## config.mk

```make
export PLATFORM = sky130hd
export DESIGN_NAME = fpg_cell_unit
export DESIGN_NICKNAME = d
export VERILOG_FILES = /design/src/rtl/fpg_pkg.sv /design/src/rtl/fpg_cell_unit.sv
export SDC_FILE = /design/constraint.sdc
export NUM_CORES = 1
export LEC_CHECK = 0
export BUFFER_PORTS_ARGS = -buffer_cell sky130_fd_sc_hd__buf_2
export CAP_MARGIN = 40
export CORE_AREA = 5 5 252 254
export DETAILED_ROUTE_END_ITERATION = 16
export DIE_AREA = 0 0 257 259
export GPL_TIMING_DRIVEN = 0
export PLACE_DENSITY_LB_ADDON = 0.12
export SYNTH_ARGS = -nofsm -noshare
export SYNTH_HDL_FRONTEND = slang
export SYNTH_SLANG_ARGS = --single-unit
```

## constraint.sdc

```tcl
create_clock -name vclk -period 2
set_clock_uncertainty 0.2 [all_clocks]
set_input_delay 0.1 -clock vclk [all_inputs]
set_output_delay 0.1 -clock vclk [all_outputs]
set_load 0.05 [all_outputs]
```

## src/rtl/fpg_pkg.sv

```systemverilog
// Types, codes and helpers shared by the falling particle grid step core.
`timescale 1ns / 1ps

package fpg_pkg;

    localparam int OP_W     = 2;
    localparam int COL_W    = 9;
    localparam int ROW_W    = 8;
    localparam int COLOR_W  = 8;
    localparam int STATUS_W = 4;

    localparam logic [OP_W-1:0] OP_LOAD    = 2'd0;
    localparam logic [OP_W-1:0] OP_PLACE   = 2'd1;
    localparam logic [OP_W-1:0] OP_ADVANCE = 2'd2;

    localparam logic [STATUS_W-1:0] ST_DOWN       = 4'd0;
    localparam logic [STATUS_W-1:0] ST_LEFT       = 4'd1;
    localparam logic [STATUS_W-1:0] ST_RIGHT      = 4'd2;
    localparam logic [STATUS_W-1:0] ST_SPAWNED    = 4'd3;
    localparam logic [STATUS_W-1:0] ST_SPAWN_BUSY = 4'd4;
    localparam logic [STATUS_W-1:0] ST_PLACED     = 4'd5;
    localparam logic [STATUS_W-1:0] ST_PLACE_BUSY = 4'd6;
    localparam logic [STATUS_W-1:0] ST_REJECTED   = 4'd7;
    localparam logic [STATUS_W-1:0] ST_LOADED     = 4'd8;

    localparam logic [COLOR_W-1:0] PARTICLE_COLOR_RESET = 8'h0F;

    typedef struct packed {
        logic [OP_W-1:0]    opcode;
        logic [COL_W-1:0]   pixel_x;
        logic [ROW_W-1:0]   pixel_y;
        logic [COLOR_W-1:0] pixel_color;
        logic [COL_W-1:0]   random_column;
    } t_in;

    typedef struct packed {
        logic                write_valid;
        logic [COL_W-1:0]    write_x;
        logic [ROW_W-1:0]    write_y;
        logic [COLOR_W-1:0]  write_color;
        logic [STATUS_W-1:0] status;
        logic                last;
    } t_out;

    typedef struct packed {
        logic [COL_W-1:0] col;
        logic [ROW_W-1:0] row;
    } t_particle;

    typedef enum logic [4:0] {
        S_CLEAR,
        S_IDLE,
        S_DECODE,
        S_LD_WR,
        S_PL_CHK,
        S_AD_LST,
        S_PROBE_D,
        S_PROBE_L,
        S_PROBE_R,
        S_MV_NEW,
        S_MV_OLD,
        S_SH_RD,
        S_SH_WR,
        S_SP_RD,
        S_SP_CHK,
        S_EMIT_A,
        S_EMIT_B
    } t_state;

    function automatic t_out mk_result(logic wv, logic [COL_W-1:0] x, logic [ROW_W-1:0] y,
                                       logic [COLOR_W-1:0] c, logic [STATUS_W-1:0] st,
                                       logic lst);
        t_out r;
        r.write_valid = wv;
        r.write_x     = x;
        r.write_y     = y;
        r.write_color = c;
        r.status      = st;
        r.last        = lst;
        return r;
    endfunction

    // Result with no pixel write, closing the item.
    function automatic t_out mk_status(logic [STATUS_W-1:0] st);
        return mk_result(1'b0, '0, '0, '0, st, 1'b1);
    endfunction

endpackage

```

## src/rtl/fpg_cell_unit.sv

```systemverilog
// Shared cell unit: tests one bit of an occupancy row and returns the row with it rewritten.
`timescale 1ns / 1ps

module fpg_cell_unit
    import fpg_pkg::*;
#(
    parameter int WIDTH = 320
) (
    input  logic [WIDTH-1:0] i_row,
    input  logic [COL_W-1:0] i_x,
    input  logic             i_val,
    output logic             o_bit,
    output logic [WIDTH-1:0] o_row
);

    localparam int XW = $clog2(WIDTH);

    logic [XW-1:0] ix;
    logic          in_range;

    assign ix       = XW'(i_x);
    assign in_range = (i_x < WIDTH);

    always_comb begin
        o_row = i_row;
        o_bit = 1'b0;
        if (in_range) begin
            o_bit     = i_row[ix];
            o_row[ix] = i_val;
        end
    end

endmodule

```

Yosys cells after proc, flatten, opt, wreduce, memory -nomap -nowiden --
Index checks and enable logic that the tools add are counted.
Operators by class: multiply operators 0, mux-type cells 7, bitwise operators 0, order comparisons 3, divide/modulo/power cells 0, equal/unequal tests 0, reduce and logical (&&, ||, !) cells 1, add/sub/neg operators 0, shift operators 0
Operators by type and width (number):
- bitwise mux 320 bit | 1
- two-way mux 320 bit | 1
- less-than comparator 9 x 10 -> 1 bit (second input constant) | 1
- binary-select mux 1 bit (select 9 bit) | 1
- demux 1 bit (select 9 bit) | 1
- greater-or-equal comparator 9 x 1 -> 1 bit (second input constant) | 1
- less-than comparator 9 bit (second input constant) | 1
- two-way mux 1 bit | 3
- logical AND 1 bit | 1
Storage, ports and cells: bits in latches 0, logic and storage cells 11, bits of input ports 330, bits in registers 0, ROM bits 0, bits in writable memories 0, output and inout port bits 321, memories 0

Logic depth before layout (Yosys ltp) --
word-level depth 6, gate-level depth with buffers 11, depth with buffers taken out 6

Worst setup path after synthesis --
No wires, ideal clock.
path kind input to output, from in i_x[0], to out o_bit, setup slack -589 ps, buffers on the path 3, arrival 2289 ps, stages on the path 8, required time 1700 ps, cells stage by stage buf_6 -> buf_6 -> buf_2 -> mux4_1 -> mux4_2 -> and2_4 -> o311ai_2 -> nand4_1
On the way: cells in the longest elaborated chain, start to end 3, elaborated cells between the ends (all ways) 4, classes of those cells 1 x order compare; 3 x mux
RTL lines:
- start, declared | line fpg_cell_unit.sv:10 | input logic [COL_W-1:0] i_x,
- binary-select mux 1 bit (select 9 bit) | line fpg_cell_unit.sv:28 | o_bit = i_row[ix];
- two-way mux 1 bit (implied by the code) | line fpg_cell_unit.sv:28
- two-way mux 1 bit (*) | line fpg_cell_unit.sv:27 | if (in_range) begin
- end, declared | line fpg_cell_unit.sv:12 | output logic o_bit,
Every way passes the cells marked *; elsewhere a longest branch is shown, timed or not. The select of a mux whose other input is x is not followed.

Final worst setup path --
Same ends and word-level chain as after synthesis.

==> results by stage <==
Outcome:
- The run finished, with violations left.
- The final reports fail on setup timing.

Synth:
- In the post-synthesis netlist, the cell with the most instances is nand2_1.
- In the synthesized netlist, the number of instances is around 1500.
- The fraction of the mapped netlist area in compound gates is 0.244.
- Yosys attributes the largest share of cell area to nand3_1 20%, o21ai_0 20%, nand2_1 16%, mux4_2 15%, clkbuf_1 4.7%.
- The combinational family with the most area after synthesis is simple AND/OR/NAND/NOR gates.
- Of the total synthesized cell area, the portion taken by XOR and XNOR cells is 0.
- When the netlist entered floorplanning its net count stood at 1796.
- Of the total synthesized cell area, the portion taken by AND, OR, NAND and NOR gates is 0.427.
- The share of synthesized cell area in full adder, half adder and majority cells is 0.
- The Yosys step of the flow raised 0 warnings.
- In this run, distinct cell masters in the synthesized netlist total 47.
- By count the netlist is led by 367 x nand2_1, 340 x nand3_1, 326 x o21ai_0.
- The netlist area before placement is 8350 um^2.
- The mux contribution to synthesized area is 0.228.
- After synthesis, the mean cell area works out to 5.70 um^2.
- The top cell type by total area after synthesis is nand3_1.
- The sequential share of the synthesized area is 0.
- The share of synthesized area in the top cell type comes to 0.204.

Place:
- Including well taps, the total number of placed cells is 2969.
- The total placed instance area is 14900 um^2.
- The final estimated routing congestion in global placement is between 0.9 and 1.
- The HPWL after detailed placement is 98500 um.
- The number of buffer cells added on primary ports is between 600 and 700.

Finish:
- The final non-filler cell area is 23500 um^2.
- The design has 0 sequential cells.
- The filler cell count is 6340.
- The clock buffer count in the final layout is 0.
- Of the cells placed in the final design, the portion with a size suffix greater than 1 is 0.724.
- The post-synthesis to final-layout area growth is 181%.
- Summing all flip-flop and latch instances after layout gives 0 um^2.
- After the last flow step, the layout net total stands at between 2000 and 3000.
- The finished layout holds 3187 standard cells, fillers aside.

Setup path:
- Traced cell by cell, the critical path runs through buf_12 -> buf_12 -> buf_12 -> mux4_2 -> a22o_1 -> o21ai_2 -> o21ai_2 -> nor4_4 -> nand4_1 -> buf_6.
- Among all stages on the critical path, the largest delay is contributed by mux4_2.
- The worst setup path endpoint is o_bit.
- The largest single stage delay on the critical path is 0.57 ns.
- The worst setup path is captured at an output port.
- The kind of start point of the critical path is a primary input.
- The data arrival at the endpoint of the critical path is approximately 2.8 ns.
- The most frequent cell on the critical path is buf_12.
- For the worst setup path, the data required time is between 1.5 and 2 ns.
- The class of the most critical setup path is primary input to output port.
- The critical-path maximum fanout is 10.
- The most critical setup path has its startpoint at i_x[0].

Floorplan:
- The region available for standard cell placement spans ~61000 um^2.
- The starting density of the core is 0.137.
- The standard-cell row count is 91.
- The overall die area is 66600 um^2.
- From bottom edge to top edge, the die measures 259 um.
- The die width is 257 um.
- The number of primary I/O pins is 651.

Global routing:
- The global-route usage over all layers is 0.365.
- The number of global-route vias before repair is 17907.
- The first global-routing pass estimated ~170000 um of wire.
- The initial antenna violation count is 16.
- The maximum number of pins on one net before global-route repair is 11.
- The global-route congestion overflow total is 0.

Drt:
- The final layout contains routed wiring with a total length of 133000 um.
- Dividing the detail-routed via count by the number of cells gives roughly 5.6.
- For this run, design rule violations remaining after detail routing come to 0.
- The first routing iteration left roughly 1900 violations.
- The count of nets left with antenna violations once routing finished came out at 0.
- Dividing the detail-routed wire length by the instance count gives just over 40 um.
- The length of the first detailed-routing pass in iterations is 5.
- The number of vias after detailed routing is 17961.

STA:
- The tightest hold path in the finished design has a slack of around 0.37 ns.
- The final total negative setup slack is -146.03 ns.
- Measured against its own limit, the worst slew margin works out to 0.349.
- Setup repair after global routing could not meet its margin everywhere.
- The measured slew at the worst slew-check pin is 0.977 ns.
- The minimum clock period after layout is ~3.0 ns.
- The number of hold violations in the final report is 0.
- The worst setup slack after layout is -1.05 ns.
- The max-slew violation count is 0.
- The timing-limited maximum frequency is 328 MHz.
- The part of the cycle the worst path needs is 1.52.
- The final setup violation count is 321.

Pwr:
- The leakage component of the power is about 9.4 nW.
- The worst-case IR drop observed on VDD is roughly 0.11 mV.
- For this design the ratio of total power to cell area is 257 nW/um^2.

Worst hold path:
- The startpoint of the most critical hold path is i_row[51].
- The tightest min-delay check is of the primary input to output port type.

Job:
- The tool flagged a number of max-cap violations equal to 0.
-- how the worst min path moves through the flow --
stage,endpoint,slack (ns),cells past startpoint
6_report,o_row[51],0.37,4
5_1_grt,o_row[51],0.38,4
4_1_cts,o_row[179],0.37,4
3_5_place_dp,o_row[197],0.44,4
3_3_place_gp,o_row[72],0.44,4
2_1_floorplan,o_row[114],0.25,2
-- power by group --
group	switching (mW)	internal, mW
clock	0	0.000000446
sequential	0	0
combinational	3.74	2.29
total	3.74	2.29
-- layout by cell type, fill, tap and decap left out, types with 13 or more instances in the layout --
master,synthesis,layout
buf_8,0,258
o21ai_1,0,80
o21ai_0,326,233
buf_12,2,85
mux4_2,54,57
clkbuf_2,0,26
nand3_1,340,169
mux2i_1,34,32
nor2_4,0,24
clkbuf_4,0,25
buf_16,0,17
nand3_4,0,76
o21ai_2,0,13
nand3_2,0,95
nand2_2,0,231
nand2_4,0,102
clkbuf_16,0,17
buf_6,4,145
clkbuf_8,0,25
nand2_1,367,33
buf_4,6,134
buf_2,41,352
-- metal layers --
layer  track usage  routed length [um]  vias to the layer above
met5             0                  46                        -
met4         0.190                9320                        8
met3        0.0900               11900                      355
met2         0.593               59600                     1343
met1         0.450               51700                     9045
li1              -                   -                     7210
-- metrics by stage --
step / utilization / worst slack, ns / power (mW)
2_1_floorplan: - / -0.437 / 2.52
5_1_grt: 0.384 / -0.976 / 6.10
6_report: 0.384 / -1.05 / 6.03
3_5_place_dp: 0.244 / -2.29 / 4.43
4_1_cts: 0.330 / -0.927 / 5.40
3_3_place_gp: 0.229 / -2.42 / 4.29
-- cell families after synthesis --
logic type | after synthesis
compound gates | 376
mux | 103
simple gates | 799
buf+inv | 188
-- area by class of cell --
class / count / area [um^2] / share of cell area
diodes: 8 / 20.0 / 0.000853
repair buffers: 931 / 9500 / 0.405
well taps: 790 / 988 / 0.0421
plain buffers: 177 / 2150 / 0.0917
multi-input cells: 1278 / 10800 / 0.460
inverters: 3 / 21.3 / 0.000907
-- critical path, delay by kind of cell --
family	cells	cell delay, ns
simple gates	2	0.78
buf+inv	4	0.67
compound gates	3	0.61
mux	1	0.57
-- timing repair --
| action | in CTS | in global routing |
|---|---|---|
| buffers inserted | 129 | 67 |
| gates resized for setup | 1126 | 796 |
| gates cloned | 23 | 7 |
| setup endpoints to repair | 321 | 321 |
| pin swaps | 66 | 77 |
| hold buffers | 0 | 0 |
(Power assumes the default switching activity.)
