==> src/rtl/fpg_pkg.sv <==
// Types, codes and helpers shared by the falling particle grid step core.
`timescale 1ns / 1ps

package fpg_pkg;

    localparam int OP_W     = 2;
    localparam int COL_W    = 9;
    localparam int ROW_W    = 8;
    localparam int COLOR_W  = 8;
    localparam int STATUS_W = 4;

    localparam logic [OP_W-1:0] OP_LOAD    = 2'd0;
    localparam logic [OP_W-1:0] OP_PLACE   = 2'd1;
    localparam logic [OP_W-1:0] OP_ADVANCE = 2'd2;

    localparam logic [STATUS_W-1:0] ST_DOWN       = 4'd0;
    localparam logic [STATUS_W-1:0] ST_LEFT       = 4'd1;
    localparam logic [STATUS_W-1:0] ST_RIGHT      = 4'd2;
    localparam logic [STATUS_W-1:0] ST_SPAWNED    = 4'd3;
    localparam logic [STATUS_W-1:0] ST_SPAWN_BUSY = 4'd4;
    localparam logic [STATUS_W-1:0] ST_PLACED     = 4'd5;
    localparam logic [STATUS_W-1:0] ST_PLACE_BUSY = 4'd6;
    localparam logic [STATUS_W-1:0] ST_REJECTED   = 4'd7;
    localparam logic [STATUS_W-1:0] ST_LOADED     = 4'd8;

    localparam logic [COLOR_W-1:0] PARTICLE_COLOR_RESET = 8'h0F;

    typedef struct packed {
        logic [OP_W-1:0]    opcode;
        logic [COL_W-1:0]   pixel_x;
        logic [ROW_W-1:0]   pixel_y;
        logic [COLOR_W-1:0] pixel_color;
        logic [COL_W-1:0]   random_column;
    } t_in;

    typedef struct packed {
        logic                write_valid;
        logic [COL_W-1:0]    write_x;
        logic [ROW_W-1:0]    write_y;
        logic [COLOR_W-1:0]  write_color;
        logic [STATUS_W-1:0] status;
        logic                last;
    } t_out;

    typedef struct packed {
        logic [COL_W-1:0] col;
        logic [ROW_W-1:0] row;
    } t_particle;

    typedef enum logic [4:0] {
        S_CLEAR,
        S_IDLE,
        S_DECODE,
        S_LD_WR,
        S_PL_CHK,
        S_AD_LST,
        S_PROBE_D,
        S_PROBE_L,
        S_PROBE_R,
        S_MV_NEW,
        S_MV_OLD,
        S_SH_RD,
        S_SH_WR,
        S_SP_RD,
        S_SP_CHK,
        S_EMIT_A,
        S_EMIT_B
    } t_state;

    function automatic t_out mk_result(logic wv, logic [COL_W-1:0] x, logic [ROW_W-1:0] y,
                                       logic [COLOR_W-1:0] c, logic [STATUS_W-1:0] st,
                                       logic lst);
        t_out r;
        r.write_valid = wv;
        r.write_x     = x;
        r.write_y     = y;
        r.write_color = c;
        r.status      = st;
        r.last        = lst;
        return r;
    endfunction

    // Result with no pixel write, closing the item.
    function automatic t_out mk_status(logic [STATUS_W-1:0] st);
        return mk_result(1'b0, '0, '0, '0, st, 1'b1);
    endfunction

endpackage

==> src/rtl/fpg_list_mem.sv <==
// Particle list memory: column and row per entry, registered read.
`timescale 1ns / 1ps

module fpg_list_mem
    import fpg_pkg::*;
#(
    parameter int  DEPTH = 200,
    localparam int AW    = (DEPTH > 1) ? $clog2(DEPTH) : 1
) (
    input  logic          i_clk,
    input  logic          i_we,
    input  logic [AW-1:0] i_waddr,
    input  t_particle     i_wdata,
    input  logic          i_re,
    input  logic [AW-1:0] i_raddr,
    output t_particle     o_rdata
);

    t_particle r_mem [DEPTH];
    t_particle r_rdata;

    always_ff @(posedge i_clk) begin
        if (i_we) begin
            r_mem[i_waddr] <= i_wdata;
        end
    end

    always_ff @(posedge i_clk) begin
        if (i_re) begin
            r_rdata <= r_mem[i_raddr];
        end
    end

    assign o_rdata = r_rdata;

endmodule

==> config.mk <==
export PLATFORM = sky130hd
export DESIGN_NAME = fpg_list_mem
export DESIGN_NICKNAME = d
export VERILOG_FILES = /design/src/rtl/fpg_pkg.sv /design/src/rtl/fpg_list_mem.sv
export SDC_FILE = /design/constraint.sdc
export NUM_CORES = 2
export LEC_CHECK = 0
export BUFFER_PORTS_ARGS = -buffer_cell sky130_fd_sc_hd__clkbuf_2
export CELL_PAD_IN_SITES_DETAIL_PLACEMENT = 1
export CELL_PAD_IN_SITES_GLOBAL_PLACEMENT = 1
export CORE_MARGIN = 1
export CORE_UTILIZATION = 49
export CTS_CLUSTER_SIZE = 28
export DETAILED_ROUTE_END_ITERATION = 7
export PLACE_DENSITY_LB_ADDON = 0.1
export SLEW_MARGIN = 40
export SYNTH_ARGS = -nofsm -noshare
export SYNTH_HDL_FRONTEND = slang
export SYNTH_SLANG_ARGS = --single-unit
==> constraint.sdc <==
create_clock -name i_clk -period 3.9 [get_ports i_clk]
set_input_delay 0.78 -clock i_clk [delete_from_list [all_inputs] [get_ports i_clk]]
set_output_delay 0.78 -clock i_clk [all_outputs]
set_load 0.03 [all_outputs]
== After elaboration in Yosys (flattened, before gate mapping) ==
Memories as Yosys holds them, arrays and structs flattened. A register that Yosys moved wholly into a read port is not among the register bits.
Cells that the tools add are included.
Cells by class
  mux-type cells: 2
Operator list (number)
  $mux W1: 2
Storage, ports and cells
  flip-flop bits (word level): 0
  RAM bits: 3400
  output and inout port bits: 17
  logic and storage cells: 3
  memories kept: 1
Memory list
  r_mem: words 200, width 17, rd ports 1, clocked after Yosys merged registers in 1, wr ports 1, RTL line fpg_list_mem.sv:19  | t_particle r_mem [DEPTH];

== Longest topological paths before layout ==
  depth after elaboration: 2
  mapped depth: 13

== Worst setup path before layout ==
Ideal clock, no wire load.
  path kind: input-to-reg
  start: input i_waddr[3]
  end: memory r_mem[158][0] in the netlist's numbering (enable)
  library setup time: 0.416 ns
  arrival: 2.872 ns
  data required time: 3.484 ns
  setup slack: 0.612 ns
  cell stages on the path: 5
  path buffers: 1
  path through: clkbuf_1 -> nand2_1 -> nor2_1 -> nand3_1 -> nor3b_1
RTL lines
  start, declared: RTL line fpg_list_mem.sv:12  | input logic [AW-1:0] i_waddr,
  end, declared: RTL line fpg_list_mem.sv:19
No word-level cell before the write port.

==> impl_metrics.xml <==
<?xml version="1.0" encoding="UTF-8"?>
<metrics>
  <group name="synthesis">
    <metric name="synth-xor-area-share" unit="">0</metric>
    <metric name="synth_fp_nets" unit="">5941</metric>
    <metric name="synth-seq-area-share" unit="">0.783</metric>
    <metric name="netlist_area" unit="um^2">131000</metric>
    <metric name="post_synth_fa_ha_maj_area_fraction" unit="">0</metric>
    <metric name="ys_seq_elements" unit="">3417</metric>
    <metric name="synth_compound_area_frac" unit="">0.0292</metric>
    <metric name="synth.most_common_cell" unit="">edfxtp_1</metric>
    <metric name="synthSimpleGateAreaFrac" unit="">0.0203</metric>
    <metric name="synth_cell_types" unit="">61</metric>
    <metric name="synth_top_cells_by_area" unit="">edfxtp_1 78%, mux4_2 13%, mux2i_1 1.7%</metric>
    <metric name="synth_top_cell_by_area" unit="">edfxtp_1</metric>
    <metric name="synth_enable_flop_cells" unit="">3417</metric>
    <metric name="synth_top_flop_cell" unit="">edfxtp_1</metric>
    <metric name="yosysWarnings" unit="">0</metric>
    <metric name="synth_async_sr_flop_share" unit="">0</metric>
    <metric name="gate_count_after_technology_mapping" unit="">5905</metric>
    <metric name="synth_top_area_frac" unit="">0.783</metric>
    <metric name="postSynthAreaPerCell" unit="um^2">22.2</metric>
    <metric name="synth_top_family_by_area" unit="">multiplexers</metric>
    <metric name="muxShareOfSynthArea" unit="">0.151</metric>
    <metric name="synth_commonest_cells" unit="">3417 x edfxtp_1, 760 x mux4_2, 255 x nor2_1</metric>
  </group>
  <group name="run_status">
    <metric name="failed_checks" unit="">design-rule violations</metric>
    <metric name="outcome" unit="">finished, violations left</metric>
  </group>
  <group name="clock_tree">
    <metric name="cts_setup_buffers" unit="">0</metric>
    <metric name="number_of_cells_upsized_or_downsized_after_cts" unit="">0</metric>
    <metric name="cts_max_level" unit="">5</metric>
    <metric name="cts_root_buffer" unit="">clkbuf_16</metric>
    <metric name="worst_setup_hold_path_clk_slew" unit="ns">0.06</metric>
    <metric name="cts_hold_buf" unit="">0</metric>
    <metric name="clock_sinks" unit="">3417</metric>
    <metric name="cts_inserted_buffers" unit="">356</metric>
    <metric name="clock_tree.buffer_depth" unit="">4</metric>
    <metric name="insertion_delay_of_the_later_clocked_pin_in_the_worst_skew_pair" unit="ns">0.93</metric>
    <metric name="tritoncts" unit="">built</metric>
  </group>
  <group name="critical_path">
    <metric name="arrival_time_reported_for_the_critical_path_endpoint" unit="ns">4.23</metric>
    <metric name="worst-path-max-fanout" unit="">27</metric>
    <metric name="critical_path.endpoint_type" unit="">register</metric>
    <metric name="worstSetupStartpointType" unit="">input pin</metric>
    <metric name="timing_worst_setup_path_type" unit="">in -&gt; reg</metric>
    <metric name="worst-endpoint-required" unit="ns">4.55</metric>
  </group>
  <group name="sta">
    <metric name="final_setup_violating_endpoints" unit="">0</metric>
    <metric name="worstMarginPinSlew" unit="ns">0.993</metric>
    <metric name="final-max-slew-violation-count" unit="">0</metric>
    <metric name="layout_worst_path_cycle_share" unit="">0.918</metric>
    <metric name="timing.final.crit_period" unit="ns">3.58</metric>
    <metric name="worst_slew_margin_rel" unit="">0.334</metric>
    <metric name="timing_hold_violations_final" unit="">0</metric>
    <metric name="fin_worst_skew" unit="ns">0.0488</metric>
    <metric name="rsz0062_at_grt" unit="">false</metric>
    <metric name="worst_slack" unit="ns">0.320</metric>
    <metric name="max_freq" unit="GHz">0.279</metric>
  </group>
  <group name="placement">
    <metric name="post-place-ws" unit="ns">-0.514</metric>
    <metric name="globalplace.congestion" unit="">0.861</metric>
    <metric name="place.port_buffers" unit="">52</metric>
    <metric name="placed_cells_incl_taps" unit="">9866</metric>
    <metric name="detailedPlacementHpwl" unit="mm">254</metric>
    <metric name="area_after_dpl" unit="um^2">141000</metric>
  </group>
  <group name="cells_and_area">
    <metric name="drive_gt1_frac" unit="">0.318</metric>
    <metric name="design_area" unit="um^2">152000</metric>
    <metric name="fin_nets" unit="">6730</metric>
    <metric name="finish.utilization" unit="">0.573</metric>
    <metric name="fin_cells" unit="">10500</metric>
    <metric name="areaGrowthSynthToFinish" unit="%">16.1</metric>
    <metric name="fillers" unit="">22200</metric>
  </group>
  <group name="die">
    <metric name="die-height" unit="um">519</metric>
    <metric name="initial_core_util" unit="">0.493</metric>
    <metric name="num_rows" unit="">189</metric>
    <metric name="boundaryPins" unit="">53</metric>
    <metric name="coreArea" unit="um^2">266000</metric>
    <metric name="die_w" unit="um">519</metric>
    <metric name="floorplan.die_area" unit="um^2">269000</metric>
  </group>
  <group name="detailed_routing">
    <metric name="drcViolationCount" unit="">2</metric>
    <metric name="drt-pass1-iter-count" unit="">8</metric>
    <metric name="detail_route.iter0.violations" unit="">8372</metric>
    <metric name="antenna_violating_nets_post_route" unit="">0</metric>
    <metric name="num_vias" unit="">67500</metric>
    <metric name="post_drt_wl_per_cell" unit="um">38.1</metric>
    <metric name="wirelength" unit="mm">400</metric>
    <metric name="vias_per_cell" unit="">6.42</metric>
  </group>
  <group name="global_route">
    <metric name="use_met3" unit="">0.0556</metric>
    <metric name="global_route.usage.total" unit="">0.297</metric>
    <metric name="overflow" unit="">0</metric>
    <metric name="grt_start_max_net_pins" unit="">108</metric>
    <metric name="gr-usage-met1" unit="">0.411</metric>
    <metric name="number_of_antenna_violations_at_the_first_check_in_global_routing" unit="">25</metric>
    <metric name="globalRouteMet2Util" unit="">0.472</metric>
    <metric name="grt_pass1_wl" unit="mm">553</metric>
    <metric name="first_global_vias" unit="">69100</metric>
    <metric name="busiest_layer_in_global_routing" unit="">met2</metric>
  </group>
  <group name="flow_run">
    <metric name="max-cap-violations" unit="">0</metric>
  </group>
  <group name="power_and_ir_drop">
    <metric name="p_leak" unit="nW">48.5</metric>
    <metric name="power.density" unit="nW/um^2">511</metric>
    <metric name="totalPowerFinal" unit="mW">77.7</metric>
    <metric name="vdd_ir_drop_max" unit="uV">501</metric>
  </group>
  <group name="min_path">
    <metric name="worst_hold_path_type" unit="">in -&gt; reg</metric>
  </group>
</metrics>
-- state kept, by name, summed over array words and instances (netlist names) --
register,cells
o_rdata,17
r_mem,3400
-- worst max-delay path, stage by stage --
cell and delay [ns]:
buf_12 0.26, buf_12 0.29, buf_12 0.20, buf_4 0.19, mux4_2 0.53, a221oi_1 0.51
o22ai_1 0.28, o21ai_0 0.78, buf_4 0.23, nand4_1 0.08
-- layout by cell type, fill, tap and decap left out, types with 27 or more instances in the layout --
cell type,instances
edfxtp_1,3417
clkbuf_2,29
clkinv_2,55
buf_12,95
nor3_1,30
nor2_2,166
o22ai_1,53
clkbuf_1,92
mux2_2,30
nand2_1,135
clkbuf_16,360
nand3_1,72
mux2i_1,229
mux4_2,760
clkinv_1,81
a221oi_1,37
buf_4,608
nor2_1,83
nand4_1,27
a22oi_1,218
a21oi_1,66
a22o_1,34
-- logic make-up (layout without fill, tap and decap cells) --
family | count (synthesis) | count (layout)
simple gates | 601 | 601
flops | 3417 | 3417
compound gates | 531 | 531
other cells | 0 | 9
buf+inv | 335 | 1401
mux | 1021 | 1021
-- area by class of cell --
cell class                 instances  area, um^2  share of cell area
antenna                            9        22.5            0.000148
clock buffer                     451        9330              0.0613
clock inverter                   184        1760              0.0116
inverter                           7        31.3            0.000206
multi-input combinational       2153       26900               0.177
sequential                      3417      103000               0.675
tap                             3533        4420              0.0291
timing repair buffer             759        7040              0.0463
-- path summary, 6_finish.rpt --
check,startpoint,to,slack [ns],depth (start not counted)
setup / recovery,i_raddr[0],o_rdata[9]$_DFFE_PP_,0.32,10
hold / removal,i_wdata[0],r_mem[152][0]$_DFFE_PP_,0.20,1
setup reg to reg,r_mem[10][9]$_DFFE_PP_,o_rdata[9]$_DFFE_PP_,0.72,7
hold reg to reg,r_mem[192][16]$_DFFE_PP_,o_rdata[16]$_DFFE_PP_,0.95,5
-- per-layer routing --
metal	up-vias	part of all wire
met1	37100	0.40
met2	3091	0.48
met4	8	0.040
li1	26700	-
met3	635	0.082
met5	-	0.00015
-- stage by stage --
stage	hold slack, ns	TNS [ns]
floorplan	0.763	0
global placement	0.932	-4.11
detailed placement	0.944	-3.15
CTS	0.214	0
global route	0.176	0
finish	0.197	0
-- power breakdown --
group	internal, mW	switching [mW]	total (mW)	leakage (nW)
sequential	40.5	0.0760	40.6	30.7
clock	18.7	14.3	32.9	5.42
combinational	1.47	2.69	4.16	12.4
total	60.7	17.0	77.7	48.5
(Power assumes the default switching activity.)
